$ cat src/hw/rtl/badm_pkg.sv
// shared types, codes and address constants for the banked address decoder
`default_nettype none

package badm_pkg;

	// routing targets
	localparam logic [3:0] TGT_ROM   = 4'd0;
	localparam logic [3:0] TGT_MEM   = 4'd1;
	localparam logic [3:0] TGT_ERAM  = 4'd2;
	localparam logic [3:0] TGT_CONST = 4'd3;
	localparam logic [3:0] TGT_DIV   = 4'd4;
	localparam logic [3:0] TGT_IF    = 4'd5;
	localparam logic [3:0] TGT_IE    = 4'd6;
	localparam logic [3:0] TGT_DMA   = 4'd7;
	localparam logic [3:0] TGT_NONE  = 4'd8;

	// mapper kinds
	localparam logic [1:0] MAPPER_NONE = 2'd0;
	localparam logic [1:0] MAPPER_MBC1 = 2'd1;

	// configuration register indexes
	localparam logic CFG_MAPPER_KIND   = 1'b0;
	localparam logic CFG_ROM_SIZE_CODE = 1'b1;

	localparam int CFG_DATA_W = 3;

	// request kinds
	localparam logic REQ_READ  = 1'b0;
	localparam logic REQ_WRITE = 1'b1;

	// address map boundaries (inclusive upper ends)
	localparam logic [15:0] ADDR_RAMEN_END  = 16'h1FFF;
	localparam logic [15:0] ADDR_BANKLO_END = 16'h3FFF;
	localparam logic [15:0] ADDR_BANKHI_END = 16'h5FFF;
	localparam logic [15:0] ADDR_ROM_END    = 16'h7FFF;
	localparam logic [15:0] ADDR_VRAM_END   = 16'h9FFF;
	localparam logic [15:0] ADDR_ERAM_END   = 16'hBFFF;
	localparam logic [15:0] ADDR_WRAM_END   = 16'hDFFF;
	localparam logic [15:0] ADDR_ECHO_END   = 16'hFDFF;
	localparam logic [15:0] ADDR_OAM_END    = 16'hFE9F;
	localparam logic [15:0] ADDR_UNUSED_END = 16'hFEFF;
	localparam logic [15:0] ADDR_ECHO_OFS   = 16'h2000;
	localparam logic [15:0] ADDR_DIV        = 16'hFF04;
	localparam logic [15:0] ADDR_TAC        = 16'hFF07;
	localparam logic [15:0] ADDR_IF         = 16'hFF0F;
	localparam logic [15:0] ADDR_DMA        = 16'hFF46;
	localparam logic [15:0] ADDR_IE         = 16'hFFFF;

	localparam logic [3:0] RAMEN_KEY = 4'hA;
	localparam logic [2:0] ROM_CODE_MAX = 3'd6;

	typedef struct packed {
		logic        req_type;
		logic [15:0] bus_addr;
		logic [7:0]  wdata;
	} in_item_t;

	typedef struct packed {
		logic [3:0]  target;
		logic [20:0] phys_addr;
		logic        write_enable;
		logic [7:0]  out_data;
		logic [7:0]  dma_page;
		logic        ram_on;
	} out_item_t;

	typedef struct packed {
		logic [1:0] mapper_kind;
		logic [2:0] rom_size_code;
	} cfg_t;

	typedef struct packed {
		logic [6:0] prg_bank;
		logic [1:0] ram_bank;
		logic       ram_enable_flag;
		logic       banking_mode;
	} mbc_state_t;

endpackage

`default_nettype wire

$ cat src/hw/rtl/badm_decode.sv
// address decode and mbc1 bank register update for one bus access
`default_nettype none

module badm_decode (
	input  wire badm_pkg::in_item_t   item,
	input  wire badm_pkg::cfg_t       cfg,
	input  wire badm_pkg::mbc_state_t state,
	output badm_pkg::out_item_t       result,
	output badm_pkg::mbc_state_t      next_state
);
	import badm_pkg::*;

	logic        mbc1;
	logic        nomap;
	logic [2:0]  code;
	logic [6:0]  bank_mask;
	logic [6:0]  rd_bank;
	logic [15:0] a;
	logic [7:0]  v;

	assign a     = item.bus_addr;
	assign v     = item.wdata;
	assign mbc1  = (cfg.mapper_kind == MAPPER_MBC1);
	assign nomap = (cfg.mapper_kind == MAPPER_NONE);
	assign code  = (cfg.rom_size_code > ROM_CODE_MAX) ? ROM_CODE_MAX : cfg.rom_size_code;
	assign bank_mask = 7'((8'd2 << code) - 8'd1);
	// bank 0 in the switchable window reads as bank 1
	assign rd_bank = (state.prg_bank == 7'd0) ? 7'd1 : state.prg_bank;

	// bank registers
	always_comb begin
		next_state = state;
		if (item.req_type == REQ_WRITE && a <= ADDR_ROM_END && mbc1) begin
			if (a <= ADDR_RAMEN_END) begin
				next_state.ram_enable_flag = (v[3:0] == RAMEN_KEY);
			end else if (a <= ADDR_BANKLO_END) begin
				next_state.prg_bank = {state.prg_bank[6:5], v[4:0]} & bank_mask;
			end else if (a <= ADDR_BANKHI_END) begin
				if (state.banking_mode) begin
					next_state.ram_bank = v[1:0];
				end else begin
					next_state.prg_bank = {v[1:0], state.prg_bank[4:0]} & bank_mask;
				end
			end else begin
				next_state.banking_mode = v[0];
			end
		end
	end

	// routing
	always_comb begin
		result              = '0;
		result.target       = TGT_NONE;
		result.ram_on       = next_state.ram_enable_flag;
		if (item.req_type == REQ_READ) begin
			if (a <= ADDR_BANKLO_END) begin
				result.target    = TGT_ROM;
				result.phys_addr = {5'd0, a};
			end else if (a <= ADDR_ROM_END) begin
				result.target    = TGT_ROM;
				result.phys_addr = mbc1 ? {rd_bank, a[13:0]} : {5'd0, a};
			end else if (a <= ADDR_VRAM_END) begin
				result.target    = TGT_MEM;
				result.phys_addr = {5'd0, a};
			end else if (a <= ADDR_ERAM_END) begin
				if (nomap) begin
					result.target    = TGT_ERAM;
					result.phys_addr = {8'd0, a[12:0]};
				end else if (mbc1) begin
					result.target    = TGT_ERAM;
					result.phys_addr = {6'd0, state.ram_bank, a[12:0]};
				end else begin
					result.target   = TGT_CONST;
					result.out_data = 8'hFF;
				end
			end else if (a <= ADDR_WRAM_END) begin
				result.target    = TGT_MEM;
				result.phys_addr = {5'd0, a};
			end else if (a <= ADDR_ECHO_END) begin
				result.target    = TGT_MEM;
				result.phys_addr = {5'd0, a - ADDR_ECHO_OFS};
			end else if (a <= ADDR_OAM_END) begin
				result.target    = TGT_MEM;
				result.phys_addr = {5'd0, a};
			end else if (a <= ADDR_UNUSED_END) begin
				result.target = TGT_CONST;
			end else begin
				result.target    = TGT_MEM;
				result.phys_addr = {5'd0, a};
			end
		end else begin
			if (a <= ADDR_ROM_END) begin
				// mapper register writes only, nothing routed
				result.target = TGT_NONE;
			end else if (a <= ADDR_VRAM_END) begin
				result.target       = TGT_MEM;
				result.phys_addr    = {5'd0, a};
				result.write_enable = 1'b1;
				result.out_data     = v;
			end else if (a <= ADDR_ERAM_END) begin
				if (nomap) begin
					result.target       = TGT_ERAM;
					result.phys_addr    = {8'd0, a[12:0]};
					result.write_enable = 1'b1;
					result.out_data     = v;
				end else if (mbc1) begin
					result.target       = TGT_ERAM;
					result.phys_addr    = {6'd0, state.ram_bank, a[12:0]};
					result.write_enable = 1'b1;
					result.out_data     = v;
				end
			end else if (a <= ADDR_WRAM_END) begin
				result.target       = TGT_MEM;
				result.phys_addr    = {5'd0, a};
				result.write_enable = 1'b1;
				result.out_data     = v;
			end else if (a <= ADDR_ECHO_END) begin
				result.target       = TGT_MEM;
				result.phys_addr    = {5'd0, a - ADDR_ECHO_OFS};
				result.write_enable = 1'b1;
				result.out_data     = v;
			end else if (a <= ADDR_OAM_END) begin
				result.target       = TGT_MEM;
				result.phys_addr    = {5'd0, a};
				result.write_enable = 1'b1;
				result.out_data     = v;
			end else if (a <= ADDR_UNUSED_END) begin
				result.target = TGT_NONE;
			end else begin
				result.phys_addr    = {5'd0, a};
				result.write_enable = 1'b1;
				result.out_data     = v;
				case (a)
					ADDR_DIV: result.target = TGT_DIV;
					ADDR_TAC: begin
						result.target   = TGT_MEM;
						result.out_data = {5'd0, v[2:0]};
					end
					ADDR_IF:  result.target = TGT_IF;
					ADDR_DMA: begin
						result.target   = TGT_DMA;
						result.dma_page = v;
					end
					ADDR_IE:  result.target = TGT_IE;
					default:  result.target = TGT_MEM;
				endcase
			end
		end
	end

endmodule

`default_nettype wire

$ cat src/hw/rtl/banked_address_decoder_mbc1.sv
// top level of the mbc1 banked address decoder: input stage, state, result register
//
// Takes one cpu bus access per item on the input channel (in_valid/in_stall,
// payload in_item) and returns exactly one routing result per item on the
// output channel (out_valid/out_stall, payload out_item).
// The input register takes the item, the decode and bank logic runs, and the
// result register loads it when free. Throughput is one item per cycle while
// the receiver does not hold out_stall; the mapper bank registers are updated
// in the same cycle that the item is decoded, so the next item sees them
// without a bubble.
// When the receiver holds out_stall, the result register keeps its item and
// the input register fills; in_stall then rises once both are occupied.
// The cfg channel (cfg_valid/cfg_ready, cfg_index, cfg_data) writes the
// mapper kind (index 0) and rom size code (index 1); it is always ready and
// should only be used while no item is in flight.
// Reset clears the pipeline valid bits, the configuration registers and the
// rom bank, ram bank, ram enable and banking mode registers to zero.
`default_nettype none

module banked_address_decoder_mbc1 (
	input  wire                              clk,
	input  wire                              arst_n,
	input  wire                              in_valid,
	output logic                             in_stall,
	input  wire badm_pkg::in_item_t          in_item,
	output logic                             out_valid,
	input  wire                              out_stall,
	output badm_pkg::out_item_t              out_item,
	input  wire                              cfg_valid,
	output logic                             cfg_ready,
	input  wire                              cfg_index,
	input  wire [badm_pkg::CFG_DATA_W-1:0]   cfg_data
);
	import badm_pkg::*;

	in_item_t   item_s1;
	logic       valid_s1;
	out_item_t  res_q;
	logic       res_valid_q;
	cfg_t       cfg_q;
	mbc_state_t state_q;
	out_item_t  result;
	mbc_state_t next_state;
	logic       res_free;
	logic       s1_move;

	assign res_free  = !res_valid_q || !out_stall;
	assign s1_move   = valid_s1 && res_free;
	assign in_stall  = valid_s1 && !res_free;
	assign cfg_ready = 1'b1;
	assign out_valid = res_valid_q;
	assign out_item  = res_q;

	badm_decode u_decode (
		.item       (item_s1),
		.cfg        (cfg_q),
		.state      (state_q),
		.result     (result),
		.next_state (next_state)
	);

	// input register
	always_ff @(posedge clk or negedge arst_n) begin
		if (!arst_n) begin
			valid_s1 <= 1'b0;
		end else if (!in_stall) begin
			valid_s1 <= in_valid;
		end
	end

	always_ff @(posedge clk) begin
		if (in_valid && !in_stall) begin
			item_s1 <= in_item;
		end
	end

	// result register
	always_ff @(posedge clk or negedge arst_n) begin
		if (!arst_n) begin
			res_valid_q <= 1'b0;
		end else if (res_free) begin
			res_valid_q <= valid_s1;
		end
	end

	always_ff @(posedge clk) begin
		if (s1_move) begin
			res_q <= result;
		end
	end

	// mapper state advances with each decoded item
	always_ff @(posedge clk or negedge arst_n) begin
		if (!arst_n) begin
			state_q <= '0;
		end else if (s1_move) begin
			state_q <= next_state;
		end
	end

	always_ff @(posedge clk or negedge arst_n) begin
		if (!arst_n) begin
			cfg_q <= '0;
		end else if (cfg_valid && cfg_ready) begin
			case (cfg_index)
				CFG_MAPPER_KIND:   cfg_q.mapper_kind   <= cfg_data[1:0];
				CFG_ROM_SIZE_CODE: cfg_q.rom_size_code <= cfg_data;
				default:           cfg_q               <= cfg_q;
			endcase
		end
	end

	// a stalled input means the input register is holding an item
	a_stall_has_item: assert property (@(posedge clk) disable iff (!arst_n)
		in_stall |-> valid_s1)
		else $error("in_stall without a held item");

	// without the mbc1 mapper the bank registers never move
	a_state_frozen: assert property (@(posedge clk) disable iff (!arst_n)
		(s1_move && cfg_q.mapper_kind != MAPPER_MBC1) |=> $stable(state_q))
		else $error("bank state changed without mbc1 mapper");

	// rom, constant and unrouted results are never writes
	a_no_write_ro: assert property (@(posedge clk) disable iff (!arst_n)
		(res_valid_q && (res_q.target == TGT_ROM || res_q.target == TGT_CONST
			|| res_q.target == TGT_NONE)) |-> !res_q.write_enable)
		else $error("write enable on a read-only target");

	// a dma page only comes with a dma start
	a_dma_page: assert property (@(posedge clk) disable iff (!arst_n)
		(res_valid_q && res_q.dma_page != 8'd0) |-> (res_q.target == TGT_DMA))
		else $error("dma page without dma target");

	// a stalled result register that is not released keeps its item
	a_res_hold: assert property (@(posedge clk) disable iff (!arst_n)
		(res_valid_q && out_stall) |=> (res_valid_q && $stable(res_q)))
		else $error("result register lost a stalled item");

endmodule

`default_nettype wire

$ cat config.mk
export PLATFORM = sky130hd
export DESIGN_NAME = banked_address_decoder_mbc1
export DESIGN_NICKNAME = d
export VERILOG_FILES = /design/src/hw/rtl/badm_pkg.sv /design/src/hw/rtl/badm_decode.sv /design/src/hw/rtl/banked_address_decoder_mbc1.sv
export SDC_FILE = /design/constraint.sdc
export NUM_CORES = 1
export LEC_CHECK = 0
export ABC_CLOCK_PERIOD_IN_PS = 7450
export BUFFER_PORTS_ARGS = -buffer_cell sky130_fd_sc_hd__buf_2
export CELL_PAD_IN_SITES_DETAIL_PLACEMENT = 1
export CELL_PAD_IN_SITES_GLOBAL_PLACEMENT = 2
export CORE_ASPECT_RATIO = 0.5
export CORE_MARGIN = 4
export CORE_UTILIZATION = 39
export CTS_CLUSTER_DIAMETER = 200
export CTS_CLUSTER_SIZE = 24
export DETAILED_ROUTE_END_ITERATION = 7
export HOLD_SLACK_MARGIN = 0.08
export PLACE_DENSITY = 0.89
export SETUP_SLACK_MARGIN = 0.05
export SLEW_MARGIN = 0
export SYNTH_ARGS = -nofsm -noshare
export SYNTH_HDL_FRONTEND = slang
export SYNTH_SLANG_ARGS = --single-unit
export TNS_END_PERCENT = 1
$ cat constraint.sdc
create_clock -name clk -period 7.45 [get_ports clk]
set_input_delay 1.1175 -clock clk [delete_from_list [all_inputs] [get_ports clk]]
set_output_delay 1.1175 -clock clk [all_outputs]
set_load 0.02 [all_outputs]
After elaboration in Yosys (flattened, before gate mapping) --
Index checks and enable logic that the tools add are counted.
Storage, ports and cells: bits in registers 86
Cells by class: $add $sub $neg 2, eq/ne operators 8, bitwise gates (word level) 8, muxes and demuxes 51, shift operators 1, order comparisons 11, reductions and logical operators 20
Operators with widths (count):
- $mux W34 | 7
- $mux W25 | 9
- $mux W8 | 14
- $le A16 B16 Y1 const B | 6
- $eq A16 B16 Y1 const B | 5
- $mux W38 | 1
- $mux W33 | 1
- $le A16 B15 Y1 const B | 2
- $mux W21 | 1
- $mux W7 | 3
- $le A16 B13 Y1 const B | 1
- $le A16 B14 Y1 const B | 1
- $mux W16 | 1
- $sub A16 B14 Y16 const B | 1
- $mux W15 | 1
- $and A7 B7 Y7 | 2
- $pmux W3 S4 | 1
- $reduce_and A5 Y1 | 2
- $mux W9 | 1
- $reduce_or A9 Y1 | 1
- $mux W4 | 2
- $logic_not A7 Y1 | 1
- $shl A2 B3 Y7 const A | 1
- $sub A7 B1 Y7 const B | 1
- other kinds (16) | 35

Longest topological paths before layout --
depth in word-level cells 10, gate-level depth with buffers 6, gate-level depth less buffers 4

Hierarchy --
Synthesis repeated with hierarchy kept, for this count alone.
Unflattened totals: cells, all modules 271, area, all modules 3846.2 µm²
Modules (own cells, without submodules):
- banked_address_decoder_mbc1 | instances 1, area an instance 2796.4 µm², cells an instance 113
- badm_decode | instances 1, area an instance 1049.8 µm², cells an instance 158

Worst setup path after synthesis --
No wires, ideal clock.
kind in2reg, start in out_stall, end reg state_q[2] (netlist name), arrival time 3376 ps, required time 7325 ps, stages on the path 4, slack 3949 ps, path through a21boi_2 > and2_4 > o2111a_1 > mux2_2
Between the ends: word-level cells in the longest chain between the ends 4
RTL lines:
- start, declared | line banked_address_decoder_mbc1.sv:27 | input wire out_stall,
- $logic_not A1 Y1 | line banked_address_decoder_mbc1.sv:47 | assign res_free = !res_valid_q || !out_stall;
- $logic_or A1 B1 Y1 | line banked_address_decoder_mbc1.sv:47
- $logic_and A1 B1 Y1 | line banked_address_decoder_mbc1.sv:48 | assign s1_move = valid_s1 && res_free;
- $reduce_and A6 Y1 (no source line)
- end signal, assigned | line banked_address_decoder_mbc1.sv:97 | state_q <= next_state;
- end, declared | line banked_address_decoder_mbc1.sv:41 | mbc_state_t state_q;
Every way passes these cells. A chain may end at the register's enable or synchronous reset.

Worst setup path in the final report --
start in out_stall, end out in_stall
Between the ends: word-level cells in the longest chain between the ends 4
RTL lines:
- $logic_not A1 Y1 | line banked_address_decoder_mbc1.sv:47
- $logic_or A1 B1 Y1 | line banked_address_decoder_mbc1.sv:47
- $logic_not A1 Y1 | line banked_address_decoder_mbc1.sv:49 | assign in_stall = valid_s1 && !res_free;
- $logic_and A1 B1 Y1 | line banked_address_decoder_mbc1.sv:49
- end, declared | line banked_address_decoder_mbc1.sv:24 | output logic in_stall,
Every way passes these cells.

==> flow_metrics.env <==
export IMPL_run_status="finished clean"
export IMPL_cts_repair_resize_count=0
export IMPL_grt_use_met3_pct=5.31
export IMPL_cts_root_buffer="sky130_fd_sc_hd__clkbuf_16"
export IMPL_cts_htree_levels=3
export IMPL_gp_congestion=0.802
export IMPL_post_syn_instances=277
export IMPL_p_leak_nw=1.80
export IMPL_firstDrtPassIters=4
export IMPL_drtAntennaViolNets=0
export IMPL_drcViolationCount=0
export IMPL_cellPowerDensity_nw_per_um2=249
export IMPL_arrival_ps=1570
export IMPL_clock_skew_ps=6.27
export IMPL_initialDrtViolationCount=155
export IMPL_wire_per_inst_um=18.5
export IMPL_routed_via_count=2577
export IMPL_number_of_sinks_on_the_clock_net=86
export IMPL_dieWidth_um=147
export IMPL_timing_worst_slew_pin_value_ps=1240
export IMPL_layout_cells_most_common_list="sky130_fd_sc_hd__buf_2, sky130_fd_sc_hd__edfxtp_1, sky130_fd_sc_hd__and2_1"
export IMPL_final_layout_size_suffix_gt1_share_pct=32.7
export IMPL_antenna_diode_count=0
export IMPL_most_crowded_layer_gr="met2"
export IMPL_synthFlopType="sky130_fd_sc_hd__edfxtp_1"
export IMPL_synth_cell_area_um2=3790
export IMPL_ctsLongestPathBuffers=2
export IMPL_vdd_ir_drop_max_mv=0.114
export IMPL_fin_setup_tns_ps=0
export IMPL_timing_max_transition_violations_final=0
export IMPL_layout_commonest_cell="sky130_fd_sc_hd__buf_2"
export IMPL_overflow=0
export IMPL_cp_required_ps=6330
export IMPL_synthesis_area_per_instance_um2=13.7
export IMPL_total_nets_after_synthesis=312
export IMPL_yosysUniqueCellTypes=65
export IMPL_rel_slew_slack_pct=17.3
export IMPL_cp_max_fo=3
export IMPL_ys_async_sr_fraction_pct=20.9
export IMPL_cts_hold_buf=0
export IMPL_final_hold_worst_slack_ps=497
export IMPL_detailedPlacementHpwl_um=6680
export IMPL_grt_use_met1_pct=19.5
export IMPL_postCtsSetupRepairBufs=0
export IMPL_worstSkewPairLatency_ps=340
export IMPL_route_final_wire_length_um=9190
export IMPL_synth_seq_area_share_pct=65.8
export IMPL_tritoncts="done"
export IMPL_first_global_vias=2718
export IMPL_num_nets_final=391
export IMPL_grt_usage_pct=16.6
export IMPL_layout_core_utilization_pct=48.2
export IMPL_setup_violations_final=0
export IMPL_post_route_min_period_ps=2690
export IMPL_synthesis_yosys_warnings=0
export IMPL_cts_buffers=9
export IMPL_clk_pin_slew_worst_paths_ps=50
export IMPL_synth_edf_count=68
export IMPL_fmaxAchievable_mhz=372
export IMPL_synth_seq_cells=86
export IMPL_timing_final_crit_share_pct=36.1
export IMPL_initial_utilization_pct=40.1
export IMPL_rsz_0062_raised_after_global_routing="false"
export IMPL_finalHoldViolCount=0
export IMPL_core_area_um2=9450
export IMPL_global_route_wire_length_before_repair_um=14600
export IMPL_timing_worst_setup_path_type="input port to output pin"
export IMPL_area_delta_synth_final_pct=20.3
export IMPL_vias_per_cell=5.20
export IMPL_design_die_area_um2=11400
export IMPL_min_delay_worst_type="flop to flop"
export IMPL_port_buffers=78
export IMPL_core_rowCount=25
export IMPL_worstSetupStartpointType="input port"
export IMPL_grt_start_max_net_pins=47
export IMPL_endpoint_kind="output pin"
export IMPL_die_h_um=77.7
export IMPL_groute_layer_met2_usage_pct=29.5
export IMPL_grt_antenna_before_repair=0
export IMPL_floorplan_io_pins=80
export IMPL_cap_viol_max_count=0
==> flip-flops by register name, indices dropped and copies added (netlist names) <==
register   count
out_valid      1
out_item      43
state_q       11
valid_s1       1
cfg_q          5
item_s1       25
==> cells by family (layout without fill, tap and decap cells) <==
logic type | Yosys count | after routing | synth area share, %
AOI/OAI and AO/OA | 56 | 56 | 10.8
xor gates and xnor gates | 1 | 1 | 0.231
adders and majority gates | 1 | 1 | 0.330
buffers and inverters | 16 | 100 | 2.08
DFF | 86 | 86 | 65.8
muxes | 11 | 11 | 3.27
other | 1 | 1 | 0.0990
and+or+nand+nor | 105 | 105 | 17.3
==> Yosys cell counts, types with 2 or more instances <==
master,count,area share (%)
sky130_fd_sc_hd__mux2_2,11,3.3
sky130_fd_sc_hd__o2111ai_1,3,0.69
sky130_fd_sc_hd__nor2_1,12,1.2
sky130_fd_sc_hd__a21boi_0,2,0.40
sky130_fd_sc_hd__clkbuf_1,5,0.50
sky130_fd_sc_hd__nor4_2,2,0.66
sky130_fd_sc_hd__nor3b_2,2,0.66
sky130_fd_sc_hd__inv_1,5,0.50
sky130_fd_sc_hd__nand4_1,6,0.99
sky130_fd_sc_hd__nor3_1,3,0.40
sky130_fd_sc_hd__o31ai_1,2,0.40
sky130_fd_sc_hd__nand3_1,7,0.92
sky130_fd_sc_hd__nor2b_1,4,0.66
sky130_fd_sc_hd__buf_4,2,0.40
sky130_fd_sc_hd__nor4_1,2,0.33
sky130_fd_sc_hd__nand2_1,13,1.3
sky130_fd_sc_hd__dfrtp_1,18,12
sky130_fd_sc_hd__o21ai_0,12,1.6
sky130_fd_sc_hd__and4_1,2,0.46
sky130_fd_sc_hd__edfxtp_1,68,54
sky130_fd_sc_hd__o21a_1,2,0.40
sky130_fd_sc_hd__nand2b_1,6,0.99
sky130_fd_sc_hd__buf_2,2,0.26
sky130_fd_sc_hd__and2_1,30,5.0
sky130_fd_sc_hd__a21o_1,5,0.99
sky130_fd_sc_hd__a21oi_1,9,1.2
sky130_fd_sc_hd__o21ai_1,3,0.40
sky130_fd_sc_hd__or2_2,2,0.33
==> metrics by stage <==
step                instance area [um^2]  worst slack, ps  std cells  power (mW)
floorplan                           3790             3950        277       0.694
global placement                    4300             4660        480       0.742
CTS                                 4560             4750        496        1.14
detailed placement                  4300             4560        480       0.752
finish                              4560             4760        496        1.14
global route                        4560             4700        496        1.18
==> cell type report <==
type	instances	area, um^2
multi-input combinational	175	1220
timing repair buffer	79	398
fill	1032	4890
clock inverter	2	10.0
inverter	5	18.8
tap	135	169
clock buffer	14	244
sequential	86	2490
==> worst paths after layout <==
kind	endpoint	depth (start not counted)	slack [ps]	start
worst max-delay path	in_stall	4	4760	out_stall
max in group asynchronous	state_q[9]$_DFFE_PN0P_	1	6440	arst_n
worst max register to register	out_item[28]$_DFFE_PP_	4	4960	item_s1[23]$_DFFE_PP_
min in group asynchronous	state_q[0]$_DFFE_PN0P_	1	710	arst_n
worst min-delay path	out_valid$_DFFE_PN0N_	1	500	valid_s1$_DFFE_PN0N_
worst min register to register	out_valid$_DFFE_PN0N_	1	500	valid_s1$_DFFE_PN0N_
==> power by group <==
group / switching, mW / internal (mW)
Combinational: 0.0865 / 0.0506
Clock: 0.168 / 0.225
Sequential: 0.0379 / 0.567
Total: 0.292 / 0.843
==> layer usage <==
layer | part of all wire, % | wire length [um] | vias to the layer above
met3 | 4.8 | 440 | 12
met4 | 1.3 | 115 | 0
met1 | 42 | 3830 | 1298
met2 | 52 | 4800 | 54
li1 | - | - | 1213
met5 | 0 | 0 | -
==> worst max-delay path, cell delays in order <==
cell and delay (ps):
sky130_fd_sc_hd__buf_2 120, sky130_fd_sc_hd__nand3_1 110, sky130_fd_sc_hd__inv_1 70, sky130_fd_sc_hd__buf_2 150
Power figures use the tool's default switching activity.
